File: config.mk
export PLATFORM = sky130hd
export DESIGN_NAME = cmnm_result_fifo_flat
export DESIGN_NICKNAME = d
export VERILOG_FILES = /design/src/design/cmnm_pkg.sv /design/src/design/cmnm_ifs.sv /design/src/design/cmnm_result_fifo.sv /design/src/flat_wrapper.sv
export SDC_FILE = /design/constraint.sdc
export NUM_CORES = 1
export LEC_CHECK = 0
export BUFFER_PORTS_ARGS = -buffer_cell sky130_fd_sc_hd__buf_2
export CAP_MARGIN = 30
export CORE_UTILIZATION = 49
export CTS_CLUSTER_DIAMETER = 80
export DETAILED_ROUTE_END_ITERATION = 8
export GPL_TIMING_DRIVEN = 0
export PLACE_DENSITY = 0.74
export SYNTH_ARGS = -nofsm -noshare
export SYNTH_HDL_FRONTEND = slang
export SYNTH_SLANG_ARGS = --single-unit
File: constraint.sdc
create_clock -name clk -period 3.9 [get_ports clk]
set_clock_uncertainty 0.15 [all_clocks]
set_input_delay 0.585 -clock clk [delete_from_list [all_inputs] [get_ports clk]]
set_output_delay 0.585 -clock clk [all_outputs]
set_load 0.01 [all_outputs]
File: src/design/cmnm_pkg.sv
package cmnm_pkg;

  localparam int MAP_BYTES_DEF = 65536;

  localparam int IDX_W   = 16;
  localparam int BYTE_W  = 8;
  localparam int NOVEL_W = 17;
  localparam int DROP_W  = 16;
  localparam int EPOCH_W = 8;

  localparam logic [NOVEL_W-1:0] NOVEL_MAX = {NOVEL_W{1'b1}};
  localparam logic [DROP_W-1:0]  DROP_MAX  = {DROP_W{1'b1}};
  localparam logic [EPOCH_W-1:0] EPOCH_MAX = {EPOCH_W{1'b1}};

  localparam int FIFO_DEPTH = 3;
  localparam int CNT_W      = $clog2(FIFO_DEPTH + 1);
  localparam int PTR_W      = $clog2(FIFO_DEPTH);

  typedef struct packed {
    logic [EPOCH_W-1:0] tag;
    logic [BYTE_W-1:0]  data;
  } entry_t;

  typedef struct packed {
    logic               keep_case;
    logic [NOVEL_W-1:0] novel_bytes;
    logic [DROP_W-1:0]  dropped_cases;
  } result_t;

  typedef enum logic {
    ST_SWEEP,
    ST_RUN
  } ctl_state_t;

endpackage

File: src/design/cmnm_ifs.sv


interface cmnm_out_if;
  logic                          valid;
  logic                          ready;
  logic                          keep_case;
  logic [cmnm_pkg::NOVEL_W-1:0]  novel_bytes;
  logic [cmnm_pkg::DROP_W-1:0]   dropped_cases;

  modport source (
    output valid, keep_case, novel_bytes, dropped_cases,
    input  ready
  );
  modport sink (
    input  valid, keep_case, novel_bytes, dropped_cases,
    output ready
  );
endinterface

File: src/design/cmnm_result_fifo.sv
module cmnm_result_fifo (
  input  logic                         clk,
  input  logic                         rst,
  input  logic                         push,
  input  cmnm_pkg::result_t            push_data,
  output logic [cmnm_pkg::CNT_W-1:0]   count,
  cmnm_out_if.source                   out_ch
);
  import cmnm_pkg::*;

  result_t          slots [FIFO_DEPTH];
  logic [PTR_W-1:0] wr_ptr;
  logic [PTR_W-1:0] rd_ptr;
  logic             pop;
  result_t          head;

  assign pop  = out_ch.valid && out_ch.ready;
  assign head = slots[rd_ptr];

  assign out_ch.valid         = (count != '0);
  assign out_ch.keep_case     = head.keep_case;
  assign out_ch.novel_bytes   = head.novel_bytes;
  assign out_ch.dropped_cases = head.dropped_cases;

  always_ff @(posedge clk) begin
    if (push) begin
      slots[wr_ptr] <= push_data;
    end
  end

  always_ff @(posedge clk) begin
    if (rst) begin
      wr_ptr <= '0;
      rd_ptr <= '0;
      count  <= '0;
    end else begin
      if (push) begin
        wr_ptr <= (wr_ptr == PTR_W'(FIFO_DEPTH - 1)) ? '0 : wr_ptr + 1'b1;
      end
      if (pop) begin
        rd_ptr <= (rd_ptr == PTR_W'(FIFO_DEPTH - 1)) ? '0 : rd_ptr + 1'b1;
      end
      count <= count + CNT_W'(push) - CNT_W'(pop);
    end
  end

endmodule

File: src/flat_wrapper.sv
// flat-port wrapper written by rule: the top's interface ports become plain ports
module cmnm_result_fifo_flat import cmnm_pkg::*;
  (clk, rst, push, push_data, count, out_ch_valid, out_ch_keep_case, out_ch_novel_bytes, out_ch_dropped_cases, out_ch_ready);
  cmnm_out_if out_ch_i ();
  input  logic clk;
  input  logic rst;
  input  logic push;
  input  cmnm_pkg::result_t push_data;
  output logic [cmnm_pkg::CNT_W-1:0] count;
  output wire logic [$bits(out_ch_i.valid)-1:0] out_ch_valid;
  output wire logic [$bits(out_ch_i.keep_case)-1:0] out_ch_keep_case;
  output wire logic [$bits(out_ch_i.novel_bytes)-1:0] out_ch_novel_bytes;
  output wire logic [$bits(out_ch_i.dropped_cases)-1:0] out_ch_dropped_cases;
  input wire logic [$bits(out_ch_i.ready)-1:0] out_ch_ready;
  assign out_ch_valid = out_ch_i.valid;
  assign out_ch_keep_case = out_ch_i.keep_case;
  assign out_ch_novel_bytes = out_ch_i.novel_bytes;
  assign out_ch_dropped_cases = out_ch_i.dropped_cases;
  assign out_ch_i.ready = out_ch_ready;
  cmnm_result_fifo u_core (.clk(clk), .rst(rst), .push(push), .push_data(push_data), .count(count), .out_ch(out_ch_i));
endmodule
==> metrics.txt <==
# TYPE chip_impl_metric gauge
chip_impl_metric{name="die_area",unit="µm²"} 8720
chip_impl_metric{name="place.detailed.instances",unit=""} 433
chip_impl_metric{name="ys_seq_elements",unit=""} 110
chip_impl_metric{name="postSynthAreaPerCell",unit="µm²"} 16.2
chip_impl_metric{name="critPathRequiredTime",unit="ns"} 3.16
chip_impl_metric{name="non_filler_cells_final",unit=""} 449
chip_impl_metric{name="cts.reportedPaths.clkPinSlew",unit="ns"} 0.11
chip_impl_metric{name="cts_max_level",unit=""} 3
chip_impl_metric{name="antenna_found_initial",unit=""} 0
chip_impl_metric{name="antennaDiodeCount",unit=""} 0
chip_impl_metric{name="timing.max_cap.violations",unit=""} 0
chip_impl_metric{name="mappedNetlistNets",unit=""} 292
chip_impl_info{name="cp-end-kind",value="output pin"} 1
chip_impl_metric{name="post_drt_wl_per_cell",unit="µm"} 15.8
chip_impl_metric{name="die_height",unit="µm"} 93.4
chip_impl_metric{name="switchingPower",unit="µW"} 522
chip_impl_metric{name="pin_count_of_the_biggest_net_entering_global_routing",unit=""} 24
chip_impl_metric{name="synth_async_sr_flop_share",unit="%"} 0
chip_impl_metric{name="final_layout_size_suffix_gt1_share",unit="%"} 30.5
chip_impl_metric{name="maxSlewHeadroom",unit="%"} 55.4
chip_impl_metric{name="cts_made_buffers",unit=""} 9
chip_impl_metric{name="synth-seq-area-share",unit="%"} 78.8
chip_impl_info{name="cts_tree",value="done"} 1
chip_impl_metric{name="synth_cells",unit=""} 253
chip_impl_metric{name="syn_to_final_growth",unit="%"} 19.0
chip_impl_metric{name="period_minus_slack",unit="ns"} 2.58
chip_impl_metric{name="sum_of_net_half_perimeters_after_detailed_placement",unit="µm"} 4670
chip_impl_metric{name="totalWireLength",unit="µm"} 7070
chip_impl_metric{name="clk_latency",unit="ns"} 0.36
chip_impl_metric{name="filler_cell_count_in_the_final_layout",unit=""} 596
chip_impl_info{name="most_common_flop_cell_mapped_by_yosys",value="edfxtp_1"} 1
chip_impl_metric{name="core_area",unit="µm²"} 7890
chip_impl_metric{name="antenna_violating_nets_post_route",unit=""} 0
chip_impl_info{name="kind_of_start_point_of_the_critical_path",value="flop"} 1
chip_impl_info{name="critPathCapture",value="out_ch_novel_bytes[4]"} 1
chip_impl_metric{name="die-width",unit="µm"} 93.4
chip_impl_metric{name="cts_setup_buffers",unit=""} 0
chip_impl_metric{name="power_report.internal_total",unit="µW"} 1680
chip_impl_metric{name="final_max_slew_viol_count",unit=""} 0
chip_impl_info{name="synth.top_cells.by_area",value="edfxtp_1 (75%), mux2i_1 (8.6%), o21ai_0 (4.3%)"} 1
chip_impl_metric{name="synth_area",unit="µm²"} 4090
chip_impl_metric{name="viasPerCell",unit=""} 5.13
chip_impl_info{name="regToRegStartpoint",value="u_core.wr_ptr[1]"} 1
chip_impl_metric{name="combined_flip_flop_and_latch_cell_area",unit="µm²"} 3220
chip_impl_info{name="min-delay-path-class",value="in -> reg"} 1
chip_impl_metric{name="power.density_cell_area",unit="nW/µm²"} 452
chip_impl_metric{name="max_freq",unit="GHz"} 0.387
chip_impl_info{name="status",value="complete, no violations"} 1
chip_impl_metric{name="routabilityCongestion",unit=""} 0.696
chip_impl_metric{name="reg2reg_depth",unit=""} 3
chip_impl_metric{name="routed-via-count",unit=""} 2304
chip_impl_metric{name="crit_arrival",unit="ns"} 1.85
chip_impl_metric{name="first_iter_violations",unit=""} 125
chip_impl_metric{name="leak_pwr",unit="µW"} 0.00168
chip_impl_metric{name="initial_core_util",unit="%"} 51.9
chip_impl_info{name="cts-root-buf",value="clkbuf_8"} 1
chip_impl_metric{name="final_nets",unit=""} 381
chip_impl_info{name="timing.critical_path.slowest_stage_cell",value="dfxtp_1"} 1
chip_impl_metric{name="finalInstanceArea",unit="µm²"} 4870
chip_impl_metric{name="ir_drop",unit="µV"} 262
chip_impl_metric{name="swShare",unit="%"} 23.7
chip_impl_metric{name="reg2reg_slack",unit="ns"} 2.03
chip_impl_metric{name="crit_fanout",unit=""} 10
chip_impl_metric{name="core_rows",unit=""} 32
chip_impl_info{name="worst_r2r_endpoint",value="u_core.slots[0][24]"} 1
chip_impl_metric{name="synth.distinct_cells",unit=""} 19
chip_impl_metric{name="dr.pass1.iters",unit=""} 4
chip_impl_metric{name="grt_pass1_wl",unit="µm"} 11000
chip_impl_metric{name="worst_path_largest_cell_delay",unit="ns"} 0.43
chip_impl_metric{name="multi_input_area",unit="µm²"} 821
chip_impl_metric{name="final_period_util",unit="%"} 66.3
chip_impl_info{name="synth.largest_area_cell",value="edfxtp_1"} 1
chip_impl_metric{name="comb_power_share",unit="%"} 9.5
chip_impl_metric{name="finalHoldViolations",unit=""} 0
chip_impl_metric{name="cts.path.max_buffers",unit=""} 2
chip_impl_metric{name="sequentialPowerShare",unit="%"} 61.7
chip_impl_metric{name="io_buffers",unit=""} 73
chip_impl_metric{name="part_of_the_power_in_the_clock_network",unit="%"} 28.8
chip_impl_metric{name="ys.warnings.count",unit=""} 0
chip_impl_metric{name="clock_sinks",unit=""} 110
chip_impl_metric{name="grt_use_total",unit="%"} 17.5
chip_impl_metric{name="worst_pin_slew",unit="ns"} 0.666
chip_impl_metric{name="synthDominantCellAreaShare",unit="%"} 74.8
chip_impl_metric{name="dpl-instance-area",unit="µm²"} 4680
chip_impl_metric{name="first_global_vias",unit=""} 2250
chip_impl_metric{name="synth_enable_flop_cells",unit=""} 102
chip_impl_metric{name="ios",unit=""} 75
chip_impl_metric{name="post_cts_resized",unit=""} 0
chip_impl_metric{name="finalSetupViolCount",unit=""} 0
chip_impl_info{name="crit_path_cell_trace",value="buf_2 > clkbuf_1 > nand2_1 > o21ai_0 > buf_2"} 1
chip_impl_metric{name="globalRoute.totalOverflow",unit=""} 0
chip_impl_info{name="rsz0062_at_grt",value="false"} 1
chip_impl_info{name="cp_common_cell",value="buf_2"} 1
chip_impl_metric{name="cts-hold-fix-buffers",unit=""} 0
chip_impl_metric{name="post-route-drc-count",unit=""} 0
chip_impl_info{name="crit_path_kind",value="reg -> out"} 1
cells in the mapped netlist (2+ instances only):
cell and number:
nor2_1 5, clkbuf_1 7, edfxtp_1 102, mux2i_1 35, nand2_1 39, buf_4 4, inv_1 2, a21oi_1 5
mux2_2 2, dfxtp_1 8, nor2b_1 2, o21ai_0 35
power groups by stage:
stage	Combinational (µW)	Sequential, µW	Clock, µW
2_1_floorplan	109	1380	0
3_3_place_gp	196	1390	0
3_5_place_dp	213	1390	0
4_1_cts	214	1360	649
5_1_grt	234	1360	695
6_report	209	1360	634
per-layer routing:
| layer | wire length (µm) | up-vias | global-route usage, % | share of wire (%) |
|---|---|---|---|---|
| met5 | 0 | - | 0 | 0 |
| met4 | 82 | 0 | 6.92 | 1.2 |
| met3 | 325 | 10 | 3.90 | 4.6 |
| met2 | 3580 | 59 | 29.2 | 51 |
| met1 | 3080 | 1118 | 22.3 | 44 |
| li1 | - | 1117 | - | - |
layout by cell type, fill, tap and decap left out, types with 2 or more instances in the layout:
cell type,synthesis,layout
clkinv_4,0,3
o21ai_0,35,35
nor2_4,0,2
mux2i_1,35,35
a21oi_1,5,5
mux2_2,2,2
nor2b_1,2,2
buf_6,0,2
buf_2,1,74
clkbuf_8,0,9
clkbuf_1,7,7
nand2_1,39,39
inv_8,0,2
buf_4,4,4
nor2_1,5,3
buf_12,0,2
inv_1,2,2
dfxtp_1,8,8
edfxtp_1,102,102
sequential cells by signal, indices dropped and copies added, names as in the netlist, named ones only:
signal         cells
u_core.slots     102
u_core.count       2
u_core.rd_ptr      2
u_core.wr_ptr      2
worst max-delay path, delay by kind of cell (launching register included):
family,cells,cell delay (ns)
buffers and inverters,3,0.85
flip-flops,1,0.43
AND/OR/NAND/NOR,1,0.08
AO/OA/AOI/OAI,1,0.12
per-stage QoR:
step	setup TNS, ns	total power (µW)	util, %	worst slack, ns	hold WS, ns
CTS	0	2220	61.8	1.22	0.245
finish	0	2200	61.8	1.32	0.264
global placement	-59.97	1580	58.1	-1.72	0.323
floorplan	0	1490	-	0.125	0.312
detailed placement	0	1600	59.4	1.65	0.355
global route	0	2290	61.8	1.03	0.238
final cells by class:
| class | count | area share (%) |
|---|---|---|
| inverters | 2 | 0.154 |
| repair buffers | 78 | 9.09 |
| plain buffers | 12 | 1.26 |
| flip-flops and latches | 110 | 66.2 |
| well taps | 102 | 2.62 |
| multi-input cells | 129 | 16.8 |
| clock buffers | 9 | 2.54 |
| clock inverters | 7 | 1.34 |
kinds of logic (layout without fill, tap and decap cells):
| logic type | Yosys count | in the layout | share of synthesized area, % |
|---|---|---|---|
| fa+ha+maj | 1 | 1 | 0.306 |
| mux | 37 | 37 | 9.11 |
| flops | 110 | 110 | 78.8 |
| buf+inv | 14 | 108 | 1.68 |
| simple gates | 50 | 50 | 5.04 |
| compound gates | 41 | 41 | 5.11 |
how the worst min path moves through the flow:
stage / startpoint / slack, ns / end / depth (start not counted)
2_1_floorplan: u_core.rd_ptr[0] / 0.31 / flop / 2
3_3_place_gp: u_core.rd_ptr[0] / 0.32 / u_core.rd_ptr[0] / 2
3_5_place_dp: u_core.rd_ptr[1] / 0.35 / u_core.rd_ptr[1] / 2
4_1_cts: push_data[25] / 0.25 / u_core.slots[2][25] / 1
5_1_grt: push_data[7] / 0.24 / u_core.slots[0][7] / 1
6_report: push_data[0] / 0.26 / u_core.slots[0][0] / 1
(Power assumes the default switching activity.)
